==> src/rtl/core/task_time_welford_stats_defines.svh <==
// Assertion macros for the task time statistics block.
`ifndef TASK_TIME_WELFORD_STATS_DEFINES_SVH
`define TASK_TIME_WELFORD_STATS_DEFINES_SVH

`ifndef NO_ASSERTIONS

`define TTWS_ASSERT(lbl, clk, rst_n, prop, msg) \
	lbl: assert property (@(posedge clk) disable iff (!rst_n) prop) else $error(msg);

`define TTWS_ASSERT_ALWAYS(lbl, clk, prop, msg) \
	lbl: assert property (@(posedge clk) prop) else $error(msg);

`else

`define TTWS_ASSERT(lbl, clk, rst_n, prop, msg)

`define TTWS_ASSERT_ALWAYS(lbl, clk, prop, msg)

`endif

`endif

==> src/rtl/core/ttws_pkg.sv <==
package ttws_pkg;

	localparam int TICK_W    = 32;
	localparam int ACC_W     = 64;
	localparam int DIV_STEPS = 32;
	localparam int DIV_CNT_W = $clog2(DIV_STEPS);

	localparam logic [TICK_W-1:0] ALL_ONES32 = 32'hffff_ffff;

	typedef enum logic [1:0] {
		OP_ADD   = 2'd0,
		OP_TASK  = 2'd1,
		OP_IDLE  = 2'd2,
		OP_CLEAR = 2'd3
	} op_e_t;

	typedef struct packed {
		op_e_t             op;
		logic [TICK_W-1:0] ticks;
	} item_t;

	typedef struct packed {
		logic              start;
		logic [TICK_W-1:0] dividend;
		logic [TICK_W-1:0] divisor;
	} div_req_t;

	typedef struct packed {
		logic              busy;
		logic              done;
		logic [TICK_W-1:0] quotient;
	} div_rsp_t;

	typedef enum logic [2:0] {
		ST_IDLE,
		ST_DIV_GO,
		ST_DIV,
		ST_MUL,
		ST_ACC,
		ST_EMIT
	} back_state_t;

endpackage

==> src/rtl/core/ttws_front.sv <==
module ttws_front (
	input  logic                  clk,
	input  logic                  arst_n,
	input  logic                  s_axis_tvalid,
	output logic                  s_axis_tready,
	input  logic [31:0]           s_axis_tdata,  // [31:0] elapsed_ticks
	input  logic [1:0]            s_axis_tuser,  // [1:0] func
	output logic                  push_vld,
	output ttws_pkg::item_t       push_item,
	input  logic                  push_rdy
);

	logic            vld_q;
	ttws_pkg::item_t item_q;
	ttws_pkg::op_e_t op_c;
	logic            accept;

	assign op_c          = ttws_pkg::op_e_t'(s_axis_tuser);
	assign s_axis_tready = !vld_q || push_rdy;
	assign accept        = s_axis_tvalid && s_axis_tready;

	always_ff @(posedge clk or negedge arst_n) begin
		if (!arst_n) begin
			vld_q <= 1'b0;
		end else if (accept) begin
			vld_q <= 1'b1;
		end else if (push_rdy) begin
			vld_q <= 1'b0;
		end
	end

	// drop the tick count for codes that ignore it
	always_ff @(posedge clk) begin
		if (accept) begin
			item_q.op <= op_c;
			unique case (op_c)
				ttws_pkg::OP_ADD,
				ttws_pkg::OP_TASK: item_q.ticks <= s_axis_tdata;
				default:           item_q.ticks <= '0;
			endcase
		end
	end

	assign push_vld  = vld_q;
	assign push_item = item_q;

endmodule

==> src/rtl/core/ttws_queue.sv <==
module ttws_queue #(
	parameter int DEPTH = 2
) (
	input  logic            clk,
	input  logic            arst_n,
	input  logic            push_vld,
	input  ttws_pkg::item_t push_item,
	output logic            push_rdy,
	output logic            pop_vld,
	output ttws_pkg::item_t pop_item,
	input  logic            pop
);

	localparam int PTR_W = $clog2(DEPTH);
	localparam int CNT_W = $clog2(DEPTH + 1);

	ttws_pkg::item_t  slots_q [DEPTH];
	logic [PTR_W-1:0] wr_ptr_q;
	logic [PTR_W-1:0] rd_ptr_q;
	logic [CNT_W-1:0] count_q;
	logic             do_push;
	logic             do_pop;

	assign push_rdy = count_q != CNT_W'(DEPTH);
	assign pop_vld  = count_q != '0;
	assign pop_item = slots_q[rd_ptr_q];
	assign do_push  = push_vld && push_rdy;
	assign do_pop   = pop && pop_vld;

	always_ff @(posedge clk or negedge arst_n) begin
		if (!arst_n) begin
			wr_ptr_q <= '0;
			rd_ptr_q <= '0;
			count_q  <= '0;
		end else begin
			if (do_push) begin
				wr_ptr_q <= (wr_ptr_q == PTR_W'(DEPTH - 1)) ? '0 : wr_ptr_q + 1'b1;
			end
			if (do_pop) begin
				rd_ptr_q <= (rd_ptr_q == PTR_W'(DEPTH - 1)) ? '0 : rd_ptr_q + 1'b1;
			end
			if (do_push && !do_pop) begin
				count_q <= count_q + 1'b1;
			end else if (do_pop && !do_push) begin
				count_q <= count_q - 1'b1;
			end
		end
	end

	always_ff @(posedge clk) begin
		if (do_push) begin
			slots_q[wr_ptr_q] <= push_item;
		end
	end

endmodule

==> src/rtl/core/ttws_div.sv <==
module ttws_div (
	input  logic               clk,
	input  logic               arst_n,
	input  ttws_pkg::div_req_t req,
	output ttws_pkg::div_rsp_t rsp
);

	logic                                busy_q;
	logic                                done_q;
	logic [ttws_pkg::DIV_CNT_W-1:0]      cnt_q;
	logic [ttws_pkg::TICK_W-1:0]         rem_q;
	logic [ttws_pkg::TICK_W-1:0]         quo_q;
	logic [ttws_pkg::TICK_W-1:0]         dsr_q;
	logic [ttws_pkg::TICK_W:0]           rem_sh;
	logic [ttws_pkg::TICK_W:0]           dsr_ext;
	logic                                fits;

	// one restoring step per cycle, quotient bits shift in from the right
	assign rem_sh  = {rem_q, quo_q[ttws_pkg::TICK_W-1]};
	assign dsr_ext = {1'b0, dsr_q};
	assign fits    = rem_sh >= dsr_ext;

	always_ff @(posedge clk or negedge arst_n) begin
		if (!arst_n) begin
			busy_q <= 1'b0;
			done_q <= 1'b0;
			cnt_q  <= '0;
		end else begin
			done_q <= 1'b0;
			if (req.start) begin
				busy_q <= 1'b1;
				cnt_q  <= '0;
			end else if (busy_q) begin
				cnt_q <= cnt_q + 1'b1;
				if (cnt_q == ttws_pkg::DIV_CNT_W'(ttws_pkg::DIV_STEPS - 1)) begin
					busy_q <= 1'b0;
					done_q <= 1'b1;
				end
			end
		end
	end

	always_ff @(posedge clk) begin
		if (req.start) begin
			rem_q <= '0;
			quo_q <= req.dividend;
			dsr_q <= req.divisor;
		end else if (busy_q) begin
			rem_q <= fits ? ttws_pkg::TICK_W'(rem_sh - dsr_ext)
			              : rem_sh[ttws_pkg::TICK_W-1:0];
			quo_q <= {quo_q[ttws_pkg::TICK_W-2:0], fits};
		end
	end

	assign rsp.busy     = busy_q;
	assign rsp.done     = done_q;
	assign rsp.quotient = quo_q;

endmodule

==> src/rtl/core/ttws_back.sv <==
module ttws_back (
	input  logic                clk,
	input  logic                arst_n,
	input  logic                item_vld,
	input  ttws_pkg::item_t     item,
	output logic                pop,
	output ttws_pkg::div_req_t  div_req,
	input  ttws_pkg::div_rsp_t  div_rsp,
	output logic                m_axis_tvalid,
	input  logic                m_axis_tready,
	output logic [223:0]        m_axis_tdata
);

	ttws_pkg::back_state_t state_q;
	ttws_pkg::back_state_t state_nxt;

	logic [31:0]        total_q;
	logic [31:0]        seg_q;
	logic [31:0]        mean_q;
	logic [63:0]        acc_q;
	logic [31:0]        min_q;
	logic [31:0]        max_q;
	logic [31:0]        t_q;
	logic signed [31:0] d1_q;
	logic signed [63:0] prod_q;

	logic               out_vld_q;
	logic [223:0]       out_q;
	logic               out_free;
	logic               out_load;
	logic               div_start;

	logic [31:0]        t_c;
	logic [31:0]        n_c;
	logic [31:0]        q_signed;
	logic signed [31:0] d2_c;
	logic signed [63:0] prod_c;

	assign t_c      = seg_q + item.ticks;
	assign n_c      = total_q + 32'd1;
	assign q_signed = d1_q[31] ? (32'd0 - div_rsp.quotient) : div_rsp.quotient;
	assign d2_c     = t_q - mean_q;
	assign prod_c   = d1_q * d2_c;
	assign out_free = !out_vld_q || m_axis_tready;

	always_comb begin
		state_nxt = state_q;
		unique case (state_q)
			ttws_pkg::ST_IDLE: begin
				if (item_vld) begin
					if (item.op == ttws_pkg::OP_TASK) begin
						// count wrapped to zero: mean stays, skip the divide
						state_nxt = (n_c == 32'd0) ? ttws_pkg::ST_MUL : ttws_pkg::ST_DIV_GO;
					end else begin
						state_nxt = ttws_pkg::ST_EMIT;
					end
				end
			end
			ttws_pkg::ST_DIV_GO: state_nxt = ttws_pkg::ST_DIV;
			ttws_pkg::ST_DIV: begin
				if (div_rsp.done) begin
					state_nxt = ttws_pkg::ST_MUL;
				end
			end
			ttws_pkg::ST_MUL: state_nxt = ttws_pkg::ST_ACC;
			ttws_pkg::ST_ACC: state_nxt = ttws_pkg::ST_EMIT;
			ttws_pkg::ST_EMIT: begin
				if (out_free) begin
					state_nxt = ttws_pkg::ST_IDLE;
				end
			end
			default: state_nxt = ttws_pkg::ST_IDLE;
		endcase
	end

	always_comb begin
		pop       = (state_q == ttws_pkg::ST_IDLE) && item_vld;
		div_start = state_q == ttws_pkg::ST_DIV_GO;
		out_load  = (state_q == ttws_pkg::ST_EMIT) && out_free;
	end

	assign div_req.start    = div_start;
	assign div_req.dividend = d1_q[31] ? (32'd0 - d1_q) : d1_q;
	assign div_req.divisor  = total_q;

	always_ff @(posedge clk or negedge arst_n) begin
		if (!arst_n) begin
			state_q   <= ttws_pkg::ST_IDLE;
			out_vld_q <= 1'b0;
			total_q   <= '0;
			seg_q     <= '0;
			mean_q    <= '0;
			acc_q     <= '0;
			min_q     <= ttws_pkg::ALL_ONES32;
			max_q     <= '0;
		end else begin
			state_q <= state_nxt;
			if (out_load) begin
				out_vld_q <= 1'b1;
			end else if (m_axis_tready) begin
				out_vld_q <= 1'b0;
			end
			if (pop) begin
				unique case (item.op)
					ttws_pkg::OP_ADD: seg_q <= t_c;
					ttws_pkg::OP_TASK: begin
						total_q <= n_c;
						seg_q   <= '0;
					end
					ttws_pkg::OP_IDLE: begin
						total_q <= n_c;
						mean_q  <= mean_q + seg_q;
					end
					ttws_pkg::OP_CLEAR: begin
						total_q <= '0;
						seg_q   <= '0;
						mean_q  <= '0;
						acc_q   <= '0;
						min_q   <= ttws_pkg::ALL_ONES32;
						max_q   <= '0;
					end
					default: seg_q <= seg_q;
				endcase
			end
			if (state_q == ttws_pkg::ST_DIV && div_rsp.done) begin
				mean_q <= mean_q + q_signed;
			end
			if (state_q == ttws_pkg::ST_ACC) begin
				acc_q <= acc_q + prod_q;
				if (t_q < min_q) begin
					min_q <= t_q;
				end
				if (t_q > max_q) begin
					max_q <= t_q;
				end
			end
		end
	end

	always_ff @(posedge clk) begin
		if (pop && item.op == ttws_pkg::OP_TASK) begin
			t_q  <= t_c;
			d1_q <= t_c - mean_q;
		end
		if (state_q == ttws_pkg::ST_MUL) begin
			prod_q <= prod_c;
		end
		if (out_load) begin
			out_q <= {max_q, min_q, acc_q, mean_q, seg_q, total_q};
		end
	end

	assign m_axis_tvalid = out_vld_q;
	assign m_axis_tdata  = out_q;

endmodule

==> src/rtl/core/task_time_welford_stats.sv <==
// Channel    | Dir | Handshake              | Payload
// s_axis     | in  | s_axis_tvalid/tready   | tuser: func; tdata: elapsed_ticks
// m_axis     | out | m_axis_tvalid/tready   | tdata: run_count .. max_ticks
//
// Add, idle finish and clear: the back end goes from idle straight to its emit state.
// Finish task: the back end starts the 32-step serial divider, waits for it to finish,
// then runs the multiply and accumulate steps; the divide is skipped when the run count wraps.
// While the back end works, the front stage and queue take items until the queue is full.
// Reset clears all statistics (min to all ones) and empties the queue.
// The result register holds while m_axis_tready is low.
`include "task_time_welford_stats_defines.svh"

module task_time_welford_stats #(
	parameter int QUEUE_DEPTH = 2
) (
	input  logic         clk,
	input  logic         arst_n,
	input  logic         s_axis_tvalid,
	output logic         s_axis_tready,
	input  logic [31:0]  s_axis_tdata,   // [31:0] elapsed_ticks
	input  logic [1:0]   s_axis_tuser,   // [1:0] func
	output logic         m_axis_tvalid,
	input  logic         m_axis_tready,
	output logic [223:0] m_axis_tdata    // run_count, running_ticks, mean_ticks,
	                                     // sum_sq_dev, min_ticks, max_ticks
);

	logic               push_vld;
	logic               push_rdy;
	ttws_pkg::item_t    push_item;
	logic               q_vld;
	ttws_pkg::item_t    q_item;
	logic               q_pop;
	ttws_pkg::div_req_t div_req;
	ttws_pkg::div_rsp_t div_rsp;
	logic [31:0]        out_min;
	logic [31:0]        out_max;
	logic               min_set;

	ttws_front u_front (
		.clk           (clk),
		.arst_n        (arst_n),
		.s_axis_tvalid (s_axis_tvalid),
		.s_axis_tready (s_axis_tready),
		.s_axis_tdata  (s_axis_tdata),
		.s_axis_tuser  (s_axis_tuser),
		.push_vld      (push_vld),
		.push_item     (push_item),
		.push_rdy      (push_rdy)
	);

	ttws_queue #(
		.DEPTH (QUEUE_DEPTH)
	) u_queue (
		.clk       (clk),
		.arst_n    (arst_n),
		.push_vld  (push_vld),
		.push_item (push_item),
		.push_rdy  (push_rdy),
		.pop_vld   (q_vld),
		.pop_item  (q_item),
		.pop       (q_pop)
	);

	ttws_div u_div (
		.clk    (clk),
		.arst_n (arst_n),
		.req    (div_req),
		.rsp    (div_rsp)
	);

	ttws_back u_back (
		.clk           (clk),
		.arst_n        (arst_n),
		.item_vld      (q_vld),
		.item          (q_item),
		.pop           (q_pop),
		.div_req       (div_req),
		.div_rsp       (div_rsp),
		.m_axis_tvalid (m_axis_tvalid),
		.m_axis_tready (m_axis_tready),
		.m_axis_tdata  (m_axis_tdata)
	);

	assign out_min = m_axis_tdata[191:160];
	assign out_max = m_axis_tdata[223:192];
	assign min_set = out_min != ttws_pkg::ALL_ONES32;

	`TTWS_ASSERT(a_pop_has_item, clk, arst_n, q_pop |-> q_vld, "pop from empty queue")
	`TTWS_ASSERT(a_div_not_busy, clk, arst_n, div_req.start |-> !div_rsp.busy, "divider busy")
	`TTWS_ASSERT(a_min_le_max, clk, arst_n, m_axis_tvalid && min_set |-> out_min <= out_max, "min>max")
	`TTWS_ASSERT_ALWAYS(a_reset_idle, clk, !arst_n |=> !m_axis_tvalid, "result valid after reset")

endmodule
==> config.mk <==
export PLATFORM = sky130hd
export DESIGN_NAME = task_time_welford_stats
export DESIGN_NICKNAME = d
export VERILOG_FILES = /design/src/rtl/core/ttws_pkg.sv /design/src/rtl/core/ttws_front.sv /design/src/rtl/core/ttws_queue.sv /design/src/rtl/core/ttws_div.sv /design/src/rtl/core/ttws_back.sv /design/src/rtl/core/task_time_welford_stats.sv
export VERILOG_INCLUDE_DIRS = /design/src /design/src/rtl/core
export SDC_FILE = /design/constraint.sdc
export NUM_CORES = 2
export LEC_CHECK = 0
export ABC_AREA = 1
export BUFFER_PORTS_ARGS = -buffer_cell sky130_fd_sc_hd__buf_2
export CAP_MARGIN = 15
export CORE_AREA = 2 2 416 418
export CTS_BUF_LIST = sky130_fd_sc_hd__clkbuf_8
export CTS_CLUSTER_DIAMETER = 80
export DETAILED_ROUTE_END_ITERATION = 8
export DIE_AREA = 0 0 418 420
export PLACE_DENSITY_LB_ADDON = 0.05
export SLEW_MARGIN = 20
export SYNTH_ARGS = -nofsm -noshare
export SYNTH_HDL_FRONTEND = slang
export SYNTH_SLANG_ARGS = --single-unit
==> constraint.sdc <==
create_clock -name clk -period 15.8 [get_ports clk]
set_input_delay 0.79 -clock clk [delete_from_list [all_inputs] [get_ports clk]]
set_output_delay 0.79 -clock clk [all_outputs]
set_load 0.02 [all_outputs]
Word-level counts from Yosys, hierarchy flattened
Memories as Yosys holds them, arrays and structs flattened.
Cells that the tools add are included.

storage, ports and cells
  register bits after elaboration = 722
  RAM bits = 68
  word-level logic and storage cells = 141
  memories = 1

memory list
  memory           words  width  read ports  clocked after Yosys merged registers in  write ports  line              source
  u_queue.slots_q  2      34     1           0                                        1            ttws_queue.sv:17  ttws_pkg::item_t slots_q [DEPTH];

cells by class
  add/sub/neg operators = 15
  multipliers = 1
  order comparisons = 3
  equality and inequality tests = 14
  muxes and demuxes = 45
  reductions and logical operators = 38

operators with widths
  operator                                                                number
  32-bit 2-to-1 mux                                                       15
  64-bit 2-to-1 mux                                                       3
  32-bit one-hot mux with 2 select lines                                  3
  32-bit adder                                                            3
  32-bit subtractor                                                       3
  64-bit adder                                                            1
  32-bit by 32-bit multiplier with 64-bit output                          1
  1-bit by 32-bit subtractor with 32-bit output (first input constant)    2
  33-bit by 32-bit >= comparator with 1-bit output                        1
  32-bit by 1-bit adder with 32-bit output (second input constant)        1
  32-bit greater-than comparator                                          1
  32-bit logical NOT                                                      1
  32-bit less-than comparator                                             1
  2-bit nonzero test                                                      10
  3-bit one-hot mux with 6 select lines                                   1
  1-bit 2-to-1 mux                                                        14
  3-bit 2-to-1 mux                                                        4
  5-bit 2-to-1 mux                                                        2
  1-bit logical AND                                                       9
  2-bit AND reduction                                                     4
  3-bit by 2-bit equality test with 1-bit output (second input constant)  2
  3-bit equality test (second input constant)                             2
  2-bit 2-to-1 mux                                                        3
  2-bit OR reduction                                                      3
  16 further kinds                                                        26

Depth between registers and ports, before layout
  depth after elaboration = 6
  gate-level depth with buffers = 44

By module
Synthesis repeated with hierarchy kept, for this count alone.

second synthesis, totals
  cells, all modules = 10,304
  area, all modules = 85,510.8 sq um

by module, submodules not included
  module      instances  cells an instance  area each (sq um)  sequential area each (sq um)
  ttws_back   1          9,024              74,675.4           16,315.6
  ttws_div    1          967                6,736.5            2,737.6
  ttws_queue  1          206                2,758.9            2,142.1
  ttws_front  1          107                1,340.0            1,046.0

Least setup slack after synthesis
OpenSTA, ideal clock, no wires.

  kind = in2reg
  start point = input m_axis_tready
  end point = register u_back.out_q[0], in the netlist u_back.m_axis_tdata[0], enable pin
  setup time = 0.811 ns
  arrival time = 10.067 ns
  data required time = 14.989 ns
  setup slack = 4.922 ns
  stages on the path = 2
  path through = nor2_1 nor2_1

between the ends
  longest elaborated chain between the ends = 2

ends and longest elaborated chain
  what                    line                           source
  start: declaration      task_time_welford_stats.sv:23  input logic m_axis_tready,
  1-bit logical OR        ttws_back.sv:44                assign out_free = !out_vld_q || m_axis_tready;
  1-bit logical AND       ttws_back.sv:79                out_load = (state_q == ttws_pkg::ST_EMIT) && out_free;
  net u_back.out_load     ttws_back.sv:30                logic out_load;
  end signal: assignment  ttws_back.sv:149               out_q <= {max_q, min_q, acc_q, mean_q, seg_q, total_q};
  end: declaration        ttws_back.sv:28                logic [223:0] out_q;

The timed path passes the listed nets, and every way through them passes these cells.
A chain may end at the register's enable or synchronous reset.

Worst setup path in the final report
  start point = register u_back.mean_q[1]
  end point = register u_back.prod_q[54], data pin

between the ends
  longest elaborated chain between the ends = 2

ends and longest elaborated chain
  what                                            line              source
  start: declaration                              ttws_back.sv:19   logic [31:0] mean_q;
  start signal: assignment                        ttws_back.sv:112  mean_q <= mean_q + seg_q;
  start signal: assignment                        ttws_back.sv:126  mean_q <= mean_q + q_signed;
  32-bit subtractor                               ttws_back.sv:42   assign d2_c = t_q - mean_q;
  32-bit by 32-bit multiplier with 64-bit output  ttws_back.sv:43   assign prod_c = d1_q * d2_c;
  net u_back.prod_c[54]                           ttws_back.sv:37   logic signed [63:0] prod_c;
  end signal: assignment                          ttws_back.sv:146  prod_q <= prod_c;
  end: declaration                                ttws_back.sv:25   logic signed [63:0] prod_q;

The timed path passes the listed nets, and every way through them passes these cells.

==> flow_summary.toml <==
[critical_path]
startpoint = "u_back.mean_q[1]"
crit_top_cell = "fa_1"
crit_required_ns = 16.46
crit_buf_inv = 6
max_stage_delay_ns = 1.05
rr_startpoint = "u_back.mean_q[1]"
critPathKind = "reg2reg"
end_kind = "register"
crit_family = "adder cells"
worstSetupStartpointType = "register"
crit_arrival_ns = 11.43
slowest_stage = "fa_1"
worst-path-max-fanout = 11

[synthesis]
ys_seq_elements = 790
synth.distinct_cells = 68
synth_flop_cell = "edfxtp_1"
synth_area_leaders = "fa_1 26%, edfxtp_1 18%, nand2_1 9.0%, inv_1 9.0%, ha_1 7.4%"
syn-cell-area_um2 = 85000
ys_seq_area_share_pct = 26.2
syn-num-nets = 11865
syn_inst = 10234
yosysWarnings = 0
synth_area_leader_cell = "fa_1"
yosysTopAreaCellShare_pct = 25.7
synth_edf_count = 518
asyncSetResetFlopFracSynth_pct = 30.4
syn_avg_cell_area_um2 = 8.30

[die]
die_area_um2 = 176000
fp.dieW_um = 418
die_h_um = 420
io_pins = 264
start_util_pct = 49.7
rows = 152
core_um2 = 171000

[clock_network]
cts_tree = "built"
clock_path_buffers = 3
cts.sinks = 790
clock_latency_ns = 0.96
clkSlewWorstSetupHoldPaths_ns = 0.06
cts_buffers = 147
cts_setup_buffers = 0
htree_num_levels = 4
clockRootBuffer = "clkbuf_8"
cts-resized-gates = 0
hold_buffers = 3

[finish]
multi_input_area_um2 = 53800
fin_nets = 12082
final_cell_mix = "2,090 x inv_1, 2,042 x nand2_1, 1,089 x fa_1"
drive_gt1_share_pct = 6.79
num-fill-cells = 16343
mostFrequentLayoutCell = "inv_1"
layout.area.seq_um2 = 22200
area_growth_pct = 7.86

[drt]
drt-initial-drc-count = 7139
route.detailed.drc = 0
wl_mm = 317
drt.antenna.violating_nets = 0
wire_per_inst_um = 24.7
vias_per_cell = 5.66
firstDrtPassIters = 6
vias = 72587

[placed_design]
port-buffer-count = 263
gp_congestion = 1.02
preCtsSetupSlack_ns = 5.23
hpwl_mm = 254

[timing]
final_hold_viol_count = 0
slew-limit-headroom_pct = 25.2
max_freq_mhz = 92.8
tns_ns = 0
post-route-period-util_pct = 68.2
period_needed_ns = 10.77
worst_pin_slew_ns = 1.12
setup_viol = 0
final_max_slew_viol_count = 0
fin_skew_ns = 0.0763
grt_setup_unrepaired = "false"
setup_ws_ns = 5.03

[grt]
grt_pass1_wl_mm = 472
met2_usage_pct = 54.9
antenna_found_initial = 9
top_usage_layer = "met2"
grt_usage_pct = 36.5
grt_pass1_vias = 73547
use_met1_pct = 49.8
grt-ovfl-total = 0
grt_max_degree = 145
grt_util_met3_pct = 9.90

[job]
cap_viol_max_count = 0

[worst_hold_path]
min_from = "s_axis_tvalid"
holdCritPathClass = "in2reg"

[run_status]
status = "finished clean"
## per-layer routing
layer  up-vias  routed length [µm]
li1      32493                   -
met1     35777              131000
met2      3646              136000
met3       663               34500
met4         8               14700
met5         -                  55
## state kept, by name, summed over array words and instances (netlist names), 32 cells and up
signal and flops:
u_back.m_axis_tdata 224, u_queue.slots_q 68, u_back.acc_q 64, u_back.prod_q 64
u_front.push_item 34, u_back.d1_q 32, u_back.max_q 32, u_back.mean_q 32
u_back.min_q 32, u_back.seg_q 32, u_back.t_q 32, u_back.total_q 32
u_div.dsr_q 32, u_div.quo_q 32, u_div.rem_q 32
## cell type report
cell class,instances,share of cell area (%)
Multi-Input combinational cell,7084,58.7
Sequential cell,790,24.3
Inverter,2059,8.43
Tap cell,2233,3.05
Clock buffer,158,2.37
Timing Repair Buffer,369,2.36
Clock inverter,116,0.800
Antenna cell,5,0.0137
## per-stage QoR
stage	hold WS [ns]	cells	util [%]	instance area (µm²)
6_report	0.118	12814	53.6	91600
3_5_place_dp	0.432	12530	51.8	88600
2_1_floorplan	0.421	10234	-	85000
4_1_cts	0.0293	12807	53.6	91600
5_1_grt	0.0790	12811	53.6	91600
3_3_place_gp	0.426	12530	51.8	88600
## tightest hold or removal path: stages
cell and delay, ns:
buf_2 0.08, nand2_1 0.07, nand2_1 0.06
## worst paths after layout
kind,endpoint,slack (ns),cells after the start
hold reg to reg,u_queue.slots_q[1][15],0.45,0
setup / recovery,u_back.prod_q[54],5.03,30
min in group asynchronous,u_back.total_q[15],0.49,2
max in group asynchronous,u_back.acc_q[35],13.36,4
setup reg to reg,u_back.prod_q[54],5.03,30
hold / removal,u_front.push_vld,0.12,3
## synth_stat cells (all sizes together) (6+ instances only)
library cell  count
o31ai             6
nor4             27
ha              504
fa             1089
a22oi             6
and3              8
xor2            165
a21oi           459
o21ai           474
a31oi            40
o221ai            6
nor3             68
clkbuf          207
nand3b           41
nand3           653
o21bai           45
a211oi            9
nor2           1091
mux2             31
a21o             29
dfstp            32
dfxtp            32
a21boi           18
buf              94
and2             10
nand2          2054
edfxtp          518
o22ai            14
inv            2047
xnor2            62
or2              23
clkinv           12
a22o              9
o211ai           17
nand2b            7
o21a             23
dfrtp           208
nand4            82
## cells by family after synthesis
group	synth area share (%)
xor gates and xnor gates	2.34
and+or+nand+nor	19.8
adders and majority gates	33.1
DFF	26.2
muxes	0.423
AOI/OAI and AO/OA	7.54
buffers and inverters	10.6
Power is not shown: default switching activity piles up to over one toggle a cycle in this logic, so the estimate is an artifact.
